**src/hdl/srcc_pkg.sv**
```systemverilog
package srcc_pkg;

  // Field widths of the item and result.
  localparam int unsigned SPEED_W = 13;
  localparam int unsigned CFG12_W = 12;
  localparam int unsigned MINP_W  = 10;
  localparam int unsigned HALF_W  = 19;
  localparam int unsigned MAG_W   = 12;
  localparam int unsigned ID_W    = 8;
  localparam int unsigned EDGE_W  = 32;

  localparam logic [HALF_W-1:0] HALF_MAX = '1;

  // Item kinds carried in tuser.
  localparam logic [1:0] KIND_CMD   = 2'd0;
  localparam logic [1:0] KIND_RAMP  = 2'd1;
  localparam logic [1:0] KIND_MICRO = 2'd2;

  // Result kinds.
  localparam logic [1:0] RES_ACK    = 2'd0;
  localparam logic [1:0] RES_DISC   = 2'd1;
  localparam logic [1:0] RES_STATUS = 2'd2;

  localparam logic [7:0] MSG_COMMAND = 8'd0;
  localparam logic [7:0] NODE_BCAST  = 8'd0;

  // Command codes.
  localparam logic [7:0] OP_FWD     = 8'd2;
  localparam logic [7:0] OP_REV     = 8'd3;
  localparam logic [7:0] OP_HALT    = 8'd8;
  localparam logic [7:0] OP_SPEED   = 8'd9;
  localparam logic [7:0] OP_NODE_ID = 8'd10;
  localparam logic [7:0] OP_PROBE   = 8'd11;

  // Configuration register indexes.
  localparam logic [2:0] CFG_MAX_SPEED  = 3'd0;
  localparam logic [2:0] CFG_RAMP_STEP  = 3'd1;
  localparam logic [2:0] CFG_DEF_SPEED  = 3'd2;
  localparam logic [2:0] CFG_INVERT_DIR = 3'd3;
  localparam logic [2:0] CFG_MIN_PERIOD = 3'd4;

  localparam logic [CFG12_W-1:0] MAX_SPEED_RST  = 12'd2000;
  localparam logic [CFG12_W-1:0] RAMP_STEP_RST  = 12'd25;
  localparam logic [CFG12_W-1:0] DEF_SPEED_RST  = 12'd1500;
  localparam logic [MINP_W-1:0]  MIN_PERIOD_RST = 10'd50;
  localparam logic [ID_W-1:0]    OWN_ID_RST     = 8'd1;

  typedef enum logic [2:0] {
    ST_IDLE,
    ST_EXEC,
    ST_DIV,
    ST_PUSH_DISC,
    ST_PUSH_ACK,
    ST_PUSH_STAT
  } state_e;

  typedef struct packed {
    logic [CFG12_W-1:0] max_speed;
    logic [CFG12_W-1:0] ramp_step;
    logic [CFG12_W-1:0] base_speed;
    logic               invert_direction;
    logic [MINP_W-1:0]  min_period;
  } cfg_t;

  typedef struct packed {
    logic [1:0]         kind;
    logic [7:0]         message_type;
    logic [7:0]         target_node;
    logic [7:0]         command_code;
    logic [7:0]         sequence_req;
    logic signed [15:0] parameter_req;
  } item_t;

  typedef struct packed {
    logic [1:0]                result_kind;
    logic [ID_W-1:0]           node_id;
    logic [7:0]                echo_sequence;
    logic                      step_level;
    logic                      direction_level;
    logic signed [SPEED_W-1:0] present_speed;
    logic [EDGE_W-1:0]         step_total;
    logic                      last;
  } result_t;

  typedef struct packed {
    logic    valid;
    result_t res;
  } push_t;

endpackage

```
**src/hdl/srcc_div.sv**
```systemverilog
// Restoring divider with a constant numerator: one quotient bit per cycle.
module srcc_div #(
  parameter int unsigned NUMERATOR = 1000000,
  parameter int unsigned NUM_W     = 20,
  parameter int unsigned DEN_W     = 12
) (
  input  logic             clk_i,
  input  logic             rst_ni,
  input  logic             start_i,
  input  logic [DEN_W-1:0] den_i,
  output logic             done_o,
  output logic [NUM_W-1:0] quot_o
);

  localparam int unsigned CNT_W = $clog2(NUM_W + 1);

  logic [NUM_W-1:0] num_q, num_d;
  logic [DEN_W-1:0] rem_q, rem_d;
  logic [DEN_W-1:0] den_q;
  logic [CNT_W-1:0] cnt_q, cnt_d;
  logic             busy_q, busy_d;
  logic             done_q, done_d;
  logic [DEN_W:0]   trial;
  logic [DEN_W:0]   diff;
  logic             ge;

  // The numerator register shifts out dividend bits at the top and takes
  // quotient bits in at the bottom.
  assign trial = {rem_q, num_q[NUM_W-1]};
  assign ge    = trial >= {1'b0, den_q};
  assign diff  = trial - {1'b0, den_q};

  always_comb begin
    num_d  = num_q;
    rem_d  = rem_q;
    cnt_d  = cnt_q;
    busy_d = busy_q;
    done_d = 1'b0;
    if (start_i) begin
      num_d  = NUM_W'(NUMERATOR);
      rem_d  = '0;
      cnt_d  = CNT_W'(NUM_W);
      busy_d = 1'b1;
    end else if (busy_q) begin
      num_d = {num_q[NUM_W-2:0], ge};
      rem_d = ge ? diff[DEN_W-1:0] : trial[DEN_W-1:0];
      cnt_d = cnt_q - CNT_W'(1);
      if (cnt_q == CNT_W'(1)) begin
        busy_d = 1'b0;
        done_d = 1'b1;
      end
    end
  end

  always_ff @(posedge clk_i or negedge rst_ni) begin
    if (!rst_ni) begin
      busy_q <= 1'b0;
      done_q <= 1'b0;
      cnt_q  <= '0;
    end else begin
      busy_q <= busy_d;
      done_q <= done_d;
      cnt_q  <= cnt_d;
    end
  end

  always_ff @(posedge clk_i) begin
    num_q <= num_d;
    rem_q <= rem_d;
    if (start_i) begin
      den_q <= den_i;
    end
  end

  assign done_o = done_q;
  assign quot_o = num_q;

endmodule

```
**src/hdl/srcc_core.sv**
```systemverilog
module srcc_core #(
  parameter int unsigned NUM_W = 20
) (
  input  logic                           clk_i,
  input  logic                           rst_ni,
  input  srcc_pkg::cfg_t                 cfg_i,
  input  logic                           in_valid_i,
  output logic                           in_ready_o,
  input  srcc_pkg::item_t                in_item_i,
  output srcc_pkg::push_t                push_o,
  input  logic                           slot_free_i,
  output logic                           div_start_o,
  output logic [srcc_pkg::MAG_W-1:0]     div_den_o,
  input  logic                           div_done_i,
  input  logic [NUM_W-1:0]               div_quot_i
);

  import srcc_pkg::*;

  localparam int unsigned PW = (NUM_W > HALF_W + 1) ? NUM_W : HALF_W + 1;

  state_e state_q, state_d;
  item_t  item_q;

  logic signed [SPEED_W-1:0] target_q, target_d;
  logic signed [SPEED_W-1:0] cur_q, cur_d;
  logic [ID_W-1:0]           id_q, id_d;
  logic [HALF_W-1:0]         half_q, half_d;
  logic [HALF_W-1:0]         tick_q, tick_d;
  logic                      step_q, step_d;
  logic                      dir_q, dir_d;
  logic                      run_q, run_d;
  logic [EDGE_W-1:0]         edges_q, edges_d;

  logic                      accept;
  logic                      addressed;
  logic [CFG12_W-1:0]        delta;
  logic signed [14:0]        cur15, tgt15, sum15, dif15, nc15;
  logic signed [SPEED_W-1:0] nc;
  logic [SPEED_W-1:0]        nc_mag;
  logic signed [17:0]        p18, def18, pos_req, neg_req;
  logic [HALF_W-1:0]         tick_inc;
  logic                      step_new;
  logic [PW-1:0]             period, half_w;

  function automatic logic signed [SPEED_W-1:0] sat_target(logic signed [17:0] s,
                                                           logic [CFG12_W-1:0] lim);
    logic signed [17:0] lim18;
    logic signed [17:0] r;
    lim18 = signed'({6'b0, lim});
    r = s;
    if (r > lim18) r = lim18;
    if (r < -lim18) r = -lim18;
    return r[SPEED_W-1:0];
  endfunction

  assign accept    = in_valid_i && in_ready_o;
  assign addressed = (item_q.message_type == MSG_COMMAND)
                     && (item_q.target_node == NODE_BCAST || item_q.target_node == id_q);

  // Ramp arithmetic.
  assign delta = (cfg_i.ramp_step == '0) ? CFG12_W'(1) : cfg_i.ramp_step;
  assign cur15 = 15'(cur_q);
  assign tgt15 = 15'(target_q);
  assign sum15 = cur15 + signed'({3'b0, delta});
  assign dif15 = cur15 - signed'({3'b0, delta});

  always_comb begin
    if (tgt15 > cur15) begin
      nc15 = (sum15 > tgt15) ? tgt15 : sum15;
    end else if (tgt15 < cur15) begin
      nc15 = (dif15 < tgt15) ? tgt15 : dif15;
    end else begin
      nc15 = cur15;
    end
  end

  assign nc     = nc15[SPEED_W-1:0];
  assign nc_mag = nc[SPEED_W-1] ? SPEED_W'(-nc) : SPEED_W'(nc);

  // Command speed requests; the backward negation needs one extra bit.
  assign p18     = 18'(item_q.parameter_req);
  assign def18   = signed'({6'b0, cfg_i.base_speed});
  assign pos_req = (p18 != 18'sd0) ? p18 : def18;
  assign neg_req = (p18 != 18'sd0) ? -p18 : -def18;

  assign tick_inc = tick_q + HALF_W'(1);
  assign step_new = ~step_q;

  // Full period from the quotient, raised to the minimum, then halved.
  always_comb begin
    period = PW'(div_quot_i);
    if (period < PW'(cfg_i.min_period)) begin
      period = PW'(cfg_i.min_period);
    end
    half_w = period >> 1;
  end

  // Next state.
  always_comb begin
    state_d = state_q;
    case (state_q)
      ST_IDLE: begin
        if (accept) state_d = ST_EXEC;
      end
      ST_EXEC: begin
        case (item_q.kind)
          KIND_RAMP:  state_d = (nc != '0) ? ST_DIV : ST_PUSH_STAT;
          KIND_MICRO: state_d = ST_PUSH_STAT;
          KIND_CMD: begin
            if (!addressed) begin
              state_d = ST_IDLE;
            end else if (item_q.command_code == OP_PROBE) begin
              state_d = ST_PUSH_DISC;
            end else begin
              state_d = ST_PUSH_ACK;
            end
          end
          default:    state_d = ST_IDLE;
        endcase
      end
      ST_DIV: begin
        if (div_done_i) state_d = ST_PUSH_STAT;
      end
      ST_PUSH_DISC: begin
        if (slot_free_i) state_d = ST_PUSH_ACK;
      end
      ST_PUSH_ACK, ST_PUSH_STAT: begin
        if (slot_free_i) state_d = ST_IDLE;
      end
      default: state_d = ST_IDLE;
    endcase
  end

  // Datapath updates.
  always_comb begin
    target_d    = target_q;
    cur_d       = cur_q;
    id_d        = id_q;
    half_d      = half_q;
    tick_d      = tick_q;
    step_d      = step_q;
    dir_d       = dir_q;
    run_d       = run_q;
    edges_d     = edges_q;
    div_start_o = 1'b0;
    if (state_q == ST_EXEC) begin
      case (item_q.kind)
        KIND_RAMP: begin
          cur_d = nc;
          if (nc != '0) begin
            dir_d       = (!nc[SPEED_W-1]) ^ cfg_i.invert_direction;
            run_d       = 1'b1;
            div_start_o = 1'b1;
          end else begin
            run_d  = 1'b0;
            step_d = 1'b0;
          end
        end
        KIND_MICRO: begin
          if (run_q) begin
            if (tick_inc >= half_q) begin
              tick_d = '0;
              step_d = step_new;
              if (step_new) edges_d = edges_q + EDGE_W'(1);
            end else begin
              tick_d = tick_inc;
            end
          end
        end
        KIND_CMD: begin
          if (addressed) begin
            case (item_q.command_code)
              OP_FWD:   target_d = sat_target(pos_req, cfg_i.max_speed);
              OP_REV:   target_d = sat_target(neg_req, cfg_i.max_speed);
              OP_HALT:  target_d = '0;
              OP_SPEED: target_d = sat_target(p18, cfg_i.max_speed);
              OP_NODE_ID: begin
                if (item_q.parameter_req > 16'sd0 && item_q.parameter_req <= 16'sd255) begin
                  id_d = item_q.parameter_req[ID_W-1:0];
                end
              end
              default: ;
            endcase
          end
        end
        default: ;
      endcase
    end
    if (state_q == ST_DIV && div_done_i) begin
      half_d = (half_w > PW'(HALF_MAX)) ? HALF_MAX : half_w[HALF_W-1:0];
    end
  end

  assign div_den_o = nc_mag[MAG_W-1:0];

  // Outputs.
  always_comb begin
    in_ready_o                 = 1'b0;
    push_o.valid               = 1'b0;
    push_o.res.result_kind     = RES_STATUS;
    push_o.res.node_id         = id_q;
    push_o.res.echo_sequence   = '0;
    push_o.res.step_level      = step_q;
    push_o.res.direction_level = dir_q;
    push_o.res.present_speed   = cur_q;
    push_o.res.step_total      = edges_q;
    push_o.res.last            = 1'b1;
    case (state_q)
      ST_IDLE: in_ready_o = 1'b1;
      ST_PUSH_DISC: begin
        push_o.valid           = 1'b1;
        push_o.res.result_kind = RES_DISC;
        push_o.res.last        = 1'b0;
      end
      ST_PUSH_ACK: begin
        push_o.valid             = 1'b1;
        push_o.res.result_kind   = RES_ACK;
        push_o.res.echo_sequence = item_q.sequence_req;
      end
      ST_PUSH_STAT: push_o.valid = 1'b1;
      default: ;
    endcase
  end

  always_ff @(posedge clk_i or negedge rst_ni) begin
    if (!rst_ni) begin
      state_q  <= ST_IDLE;
      target_q <= '0;
      cur_q    <= '0;
      id_q     <= OWN_ID_RST;
      half_q   <= '0;
      tick_q   <= '0;
      step_q   <= 1'b0;
      dir_q    <= 1'b1;
      run_q    <= 1'b0;
      edges_q  <= '0;
    end else begin
      state_q  <= state_d;
      target_q <= target_d;
      cur_q    <= cur_d;
      id_q     <= id_d;
      half_q   <= half_d;
      tick_q   <= tick_d;
      step_q   <= step_d;
      dir_q    <= dir_d;
      run_q    <= run_d;
      edges_q  <= edges_d;
    end
  end

  always_ff @(posedge clk_i) begin
    if (accept) begin
      item_q <= in_item_i;
    end
  end

endmodule

```
**src/hdl/stepper_ramp_command_controller.sv**
```systemverilog
// Stepper ramp command controller.
//
// The input stream carries one item per beat; tuser holds the kind (command
// packet, ramp tick, microsecond tick) and tdata the packet fields. The
// output stream carries acknowledges, discovery responses and motor status;
// tuser holds the result kind and tlast marks the final result of an item.
// Configuration is written through cfg_we_i / cfg_idx_i / cfg_data_i. The
// user must write it only while idle; the block itself does not enforce it.
//
// Items are handled one at a time. A command packet, a microsecond tick or a
// ramp tick that leaves the speed at zero goes from the execute state to a
// push state, which loads its result into the output register once that
// register is free; the block then returns to idle and takes the next beat.
// A discover command loads a discovery response, then its acknowledge. A
// ramp tick that leaves a nonzero speed runs the bit-serial period divider,
// one quotient bit per cycle, before it loads its status. Dropped packets
// return from the execute state to idle and give no beat. Reset clears the
// speeds and step counters, sets node id 1 and loads the register defaults.
// A stalled receiver holds the result in the one-deep output register; the
// next item may be accepted meanwhile and its results wait for that register.
module stepper_ramp_command_controller #(
  parameter int unsigned TICKS_PER_SECOND = 1000000
) (
  input  logic        clk_i,
  input  logic        rst_ni,

  input  logic        cfg_we_i,
  input  logic [2:0]  cfg_idx_i,
  input  logic [11:0] cfg_data_i,

  input  logic        s_axis_tvalid,
  output logic        s_axis_tready,
  // message_type, target_node, command_code, sequence_req, parameter_req
  input  logic [47:0] s_axis_tdata,
  // kind
  input  logic [1:0]  s_axis_tuser,

  output logic        m_axis_tvalid,
  input  logic        m_axis_tready,
  // node_id, echo_sequence, step_level, direction_level, present_speed,
  // step_total, one zero pad bit
  output logic [63:0] m_axis_tdata,
  // result_kind
  output logic [1:0]  m_axis_tuser,
  output logic        m_axis_tlast
);

  import srcc_pkg::*;

  localparam int unsigned NUM_W = $clog2(TICKS_PER_SECOND + 1);

  cfg_t    cfg_q, cfg_d;
  item_t   item;
  push_t   push;
  result_t out_q;
  logic    out_valid_q, out_valid_d;
  logic    slot_free;
  logic    div_start, div_done;
  logic [MAG_W-1:0] div_den;
  logic [NUM_W-1:0] div_quot;

  always_comb begin
    cfg_d = cfg_q;
    if (cfg_we_i) begin
      case (cfg_idx_i)
        CFG_MAX_SPEED:  cfg_d.max_speed        = cfg_data_i;
        CFG_RAMP_STEP:  cfg_d.ramp_step        = cfg_data_i;
        CFG_DEF_SPEED:  cfg_d.base_speed       = cfg_data_i;
        CFG_INVERT_DIR: cfg_d.invert_direction = cfg_data_i[0];
        CFG_MIN_PERIOD: cfg_d.min_period       = cfg_data_i[MINP_W-1:0];
        default: ;
      endcase
    end
  end

  assign item.kind          = s_axis_tuser;
  assign item.message_type  = s_axis_tdata[7:0];
  assign item.target_node   = s_axis_tdata[15:8];
  assign item.command_code  = s_axis_tdata[23:16];
  assign item.sequence_req  = s_axis_tdata[31:24];
  assign item.parameter_req = s_axis_tdata[47:32];

  srcc_div #(
    .NUMERATOR (TICKS_PER_SECOND),
    .NUM_W     (NUM_W),
    .DEN_W     (MAG_W)
  ) u_div (
    .clk_i   (clk_i),
    .rst_ni  (rst_ni),
    .start_i (div_start),
    .den_i   (div_den),
    .done_o  (div_done),
    .quot_o  (div_quot)
  );

  srcc_core #(
    .NUM_W (NUM_W)
  ) u_core (
    .clk_i       (clk_i),
    .rst_ni      (rst_ni),
    .cfg_i       (cfg_q),
    .in_valid_i  (s_axis_tvalid),
    .in_ready_o  (s_axis_tready),
    .in_item_i   (item),
    .push_o      (push),
    .slot_free_i (slot_free),
    .div_start_o (div_start),
    .div_den_o   (div_den),
    .div_done_i  (div_done),
    .div_quot_i  (div_quot)
  );

  // One-deep output register between the core and the receiver.
  assign slot_free = !out_valid_q || m_axis_tready;

  always_comb begin
    out_valid_d = out_valid_q;
    if (push.valid && slot_free) begin
      out_valid_d = 1'b1;
    end else if (m_axis_tready) begin
      out_valid_d = 1'b0;
    end
  end

  always_ff @(posedge clk_i or negedge rst_ni) begin
    if (!rst_ni) begin
      out_valid_q            <= 1'b0;
      cfg_q.max_speed        <= MAX_SPEED_RST;
      cfg_q.ramp_step        <= RAMP_STEP_RST;
      cfg_q.base_speed       <= DEF_SPEED_RST;
      cfg_q.invert_direction <= 1'b0;
      cfg_q.min_period       <= MIN_PERIOD_RST;
    end else begin
      out_valid_q <= out_valid_d;
      cfg_q       <= cfg_d;
    end
  end

  always_ff @(posedge clk_i) begin
    if (push.valid && slot_free) begin
      out_q <= push.res;
    end
  end

  assign m_axis_tvalid = out_valid_q;
  assign m_axis_tuser  = out_q.result_kind;
  assign m_axis_tlast  = out_q.last;
  assign m_axis_tdata  = {1'b0, out_q.step_total, out_q.present_speed,
                          out_q.direction_level, out_q.step_level,
                          out_q.echo_sequence, out_q.node_id};

endmodule

```
**config.mk**
```make
export PLATFORM = sky130hd
export DESIGN_NAME = stepper_ramp_command_controller
export DESIGN_NICKNAME = d
export VERILOG_FILES = /design/src/hdl/srcc_pkg.sv /design/src/hdl/srcc_div.sv /design/src/hdl/srcc_core.sv /design/src/hdl/stepper_ramp_command_controller.sv
export SDC_FILE = /design/constraint.sdc
export NUM_CORES = 1
export LEC_CHECK = 0
export ABC_AREA = 1
export BUFFER_PORTS_ARGS = -buffer_cell sky130_fd_sc_hd__clkbuf_2
export CORE_MARGIN = 2
export CORE_UTILIZATION = 28
export DETAILED_ROUTE_END_ITERATION = 7
export PLACE_DENSITY_LB_ADDON = 0.08
export SLEW_MARGIN = 20
export SYNTH_ARGS = -nofsm -noshare
export SYNTH_HDL_FRONTEND = slang
export SYNTH_SLANG_ARGS = --single-unit
export TNS_END_PERCENT = 30
```
**constraint.sdc**
```tcl
create_clock -name clk_i -period 18.46 [get_ports clk_i]
set_input_delay 4.615 -clock clk_i [delete_from_list [all_inputs] [get_ports clk_i]]
set_output_delay 4.615 -clock clk_i [all_outputs]
set_load 0.05 [all_outputs]
```
==> out/metrics.yaml <==
crit_path_end_kind: "register"
power_mw: 4.16
synth_area_leaders: "edfxtp_1, dfrtp_1, ha_1"
crit_slowest_cell: "nand2_1"
leakagePower_nw: 11.7
dp_hpwl_um: 56300
r2r_start: "u_core.item_q[1]"
dieHeight_um: 284
die-width_um: 284
maxSlewViolCount: 0
route.met2.wl_um: 33600
async_flop_share_pct: 50.8
cp_max_fo: 39
route.met3.wl_um: 2670
peakVddDrop_mv: 0.0785
synth-compound-area-share_pct: 12.5
rrSetupSlack_ns: 10.47
drt-initial-drc-count: 1157
crit_required_ns: 18.92
avgSynthCellArea_um2: 7.87
grtUsageTotal_pct: 17.7
row_count: 102
yosys.area_share.simple_pct: 23.8
worstSkewPairLatency_ns: 0.58
synthTopCellsByCount: "nand2_1, inv_1, o21ai_0"
r2r_end: "u_core.target_q[8]"
reg2regPathDepth: 40
rsz0062_at_grt: "false"
min_period_ns: 7.99
synth_seq_area_share_pct: 39.3
overflow: 0
yosys.area.top_type: "edfxtp_1"
cp-startpoint: "u_core.item_q[1]"
endpoint: "u_core.target_q[8]"
cp-start-kind: "register"
synthAdderAreaFrac_pct: 12.0
place.gp.congestion: 0.896
cts_resized: 0
numCtsBuffers: 42
fmax_mhz: 125
postRouteAntennaNets: 0
nNetsFinal: 3181
synth_edf_count: 128
crit_type: "reg -> reg"
die_area_mm2: 0.0807
clockBufferDepth: 3
hold_violations: 0
multi_input_area_mm2: 0.0115
vias: 18900
tightestPinTransition_ns: 1.01
synth_cell_types: 66
routed.top_layer: "met4"
wl_per_cell_um: 18.0
cts_setup_buffers: 0
drive_above_1_share_pct: 11.2
wl_met1_um: 32900
routed_via_density: 4.76
cts_sinks: 325
start_util_pct: 28.3
powerDensity_mw_per_mm2: 166
max_slew_margin_pct: 32.5
period_share_pct: 43.3
finalSetupViolations: 0
arrival_ns: 8.46
synth_top_family_by_area: "simple AND/OR/NAND/NOR gates"
synthToLayoutAreaGrowth_pct: 14.4
io_pins: 139
cts-root-buf: "clkbuf_16"
synthMuxAreaShare_pct: 0.0456
cts_tree: "built"
clk_pin_slew_ns: 0.06
synth_most_common_cell: "nand2_1"
status: "completed"
synth_cells: 2792
antenna_found_initial: 3
h-tree-depth: 2
synth_area_mm2: 0.0220
cp_common_cell: "inv_1"
synth_top_area_share_pct: 17.5
totalWireLength_um: 71600
grt_max_degree: 60
seq_area_mm2: 0.00864
skew_ns: 0.0225
io_buffer_count: 137
synthFlopType: "dfrtp_1"
synth_xor_area_share_pct: 3.83
firstDrtPassIters: 5
synth_nets: 3071
drv_cap: 0
max_stage_delay_ns: 0.47
fin_setup_tns_ns: 0
ys_ff_latch: 325
cts_hold_buf: 0
grt_pass1_vias: 19200
grt_pass1_wl_um: 112000
drc: 0
nFillCells: 8324
coreArea_mm2: 0.0776
hold_class: "reg -> reg"
yosys_warnings: 0
power breakdown:
group / internal [mW] / switching [mW] / total [mW]
logic: 0.675 / 1.53 / 2.21
clock network: 0.482 / 0.339 / 0.821
registers: 0.989 / 0.140 / 1.13
worst min-delay path by stage:
| stage | start | to | depth (start not counted) |
|---|---|---|---|
| 3_5_place_dp | u_core.edges_q[26] | m_axis_tdata[57] | 0 |
| 5_1_grt | u_core.edges_q[26] | m_axis_tdata[57] | 0 |
| 2_1_floorplan | u_core.edges_q[26] | m_axis_tdata[57] | 0 |
| 3_3_place_gp | u_core.edges_q[26] | m_axis_tdata[57] | 0 |
| 6_report | u_core.edges_q[26] | m_axis_tdata[57] | 0 |
| 4_1_cts | u_core.edges_q[26] | m_axis_tdata[57] | 0 |
state kept, by name, indices dropped and copies added, names as in the netlist, 2 cells and up:
name and flops:
m_axis_tdata 63, u_core.item_q 50, cfg_q 47, u_core.edges_q 32, u_div.quot_o 20, u_core.half_q 19, u_core.tick_q 19, u_core.cur_q 13
u_core.target_q 13, u_div.den_q 12, u_div.rem_q 12, u_core.id_q 8, u_div.cnt_q 5, u_core.state_q 3, m_axis_tuser 2
metrics by stage:
stage | std cells | cell area [um^2] | setup WS, ns | hold slack (ns) | utilization [%]
after floorplan | 2792 | 22000 | 10.55 | 0.425 | -
after global placement | 3897 | 23700 | 10.88 | 0.469 | 30.5
after detailed placement | 3897 | 23700 | 10.53 | 0.451 | 30.5
after CTS | 3975 | 25100 | 10.48 | 0.477 | 32.3
after global routing | 3976 | 25100 | 9.44 | 0.493 | 32.4
final | 3978 | 25100 | 10.47 | 0.470 | 32.4
logic make-up after synthesis:
logic type	Yosys count
compound gates	470
xor+xnor	96
fa+ha+maj	209
buf+inv	477
flops	325
mux	1
other cells	1
simple gates	1213
per-layer routing:
metal | GRT usage [%] | vias up
met5 | 0 | -
met4 | 5.89 | 0
met3 | 2.26 | 108
met2 | 30.0 | 357
met1 | 23.3 | 8959
li1 | - | 9493
critical path, delay by kind of cell, from the launching register on:
| family | cells | cell delay, ns |
|---|---|---|
| buffers and inverters | 7 | 1.18 |
| AND/OR/NAND/NOR | 14 | 2.21 |
| flip-flops | 1 | 0.41 |
| AO/OA/AOI/OAI | 14 | 2.74 |
| adder cells (fa/ha/maj) | 5 | 1.32 |
cell usage in the layout, fill, tap and decap left out, types with 8 or more instances in the layout:
cell / instances
ha_1: 206
nand3_1: 173
dfrtp_1: 144
xnor2_1: 27
dfxtp_1: 32
xor2_1: 69
o21ai_1: 8
a211oi_2: 13
clkbuf_16: 42
edfxtp_1: 128
nand2_1: 662
nor3_1: 47
nor2_1: 215
o21ai_0: 231
nand2_2: 17
inv_1: 381
nand4_1: 37
clkinv_2: 8
o22ai_1: 15
a21oi_1: 115
a21oi_2: 12
dfstp_2: 21
clkbuf_8: 11
o211ai_1: 16
clkbuf_1: 9
inv_2: 9
nor4_1: 19
clkbuf_2: 136
buf_4: 14
area by class of cell:
| type | count | share of cell area (%) |
|---|---|---|
| multi-input combinational | 1990 | 45.8 |
| sequential | 325 | 34.4 |
| inverter | 391 | 5.85 |
| tap | 1040 | 5.18 |
| clock buffer | 62 | 4.92 |
| timing repair buffer | 152 | 3.28 |
| clock inverter | 16 | 0.612 |
| antenna | 2 | 0.0199 |
Note: power is estimated with default switching activity, not from simulation.
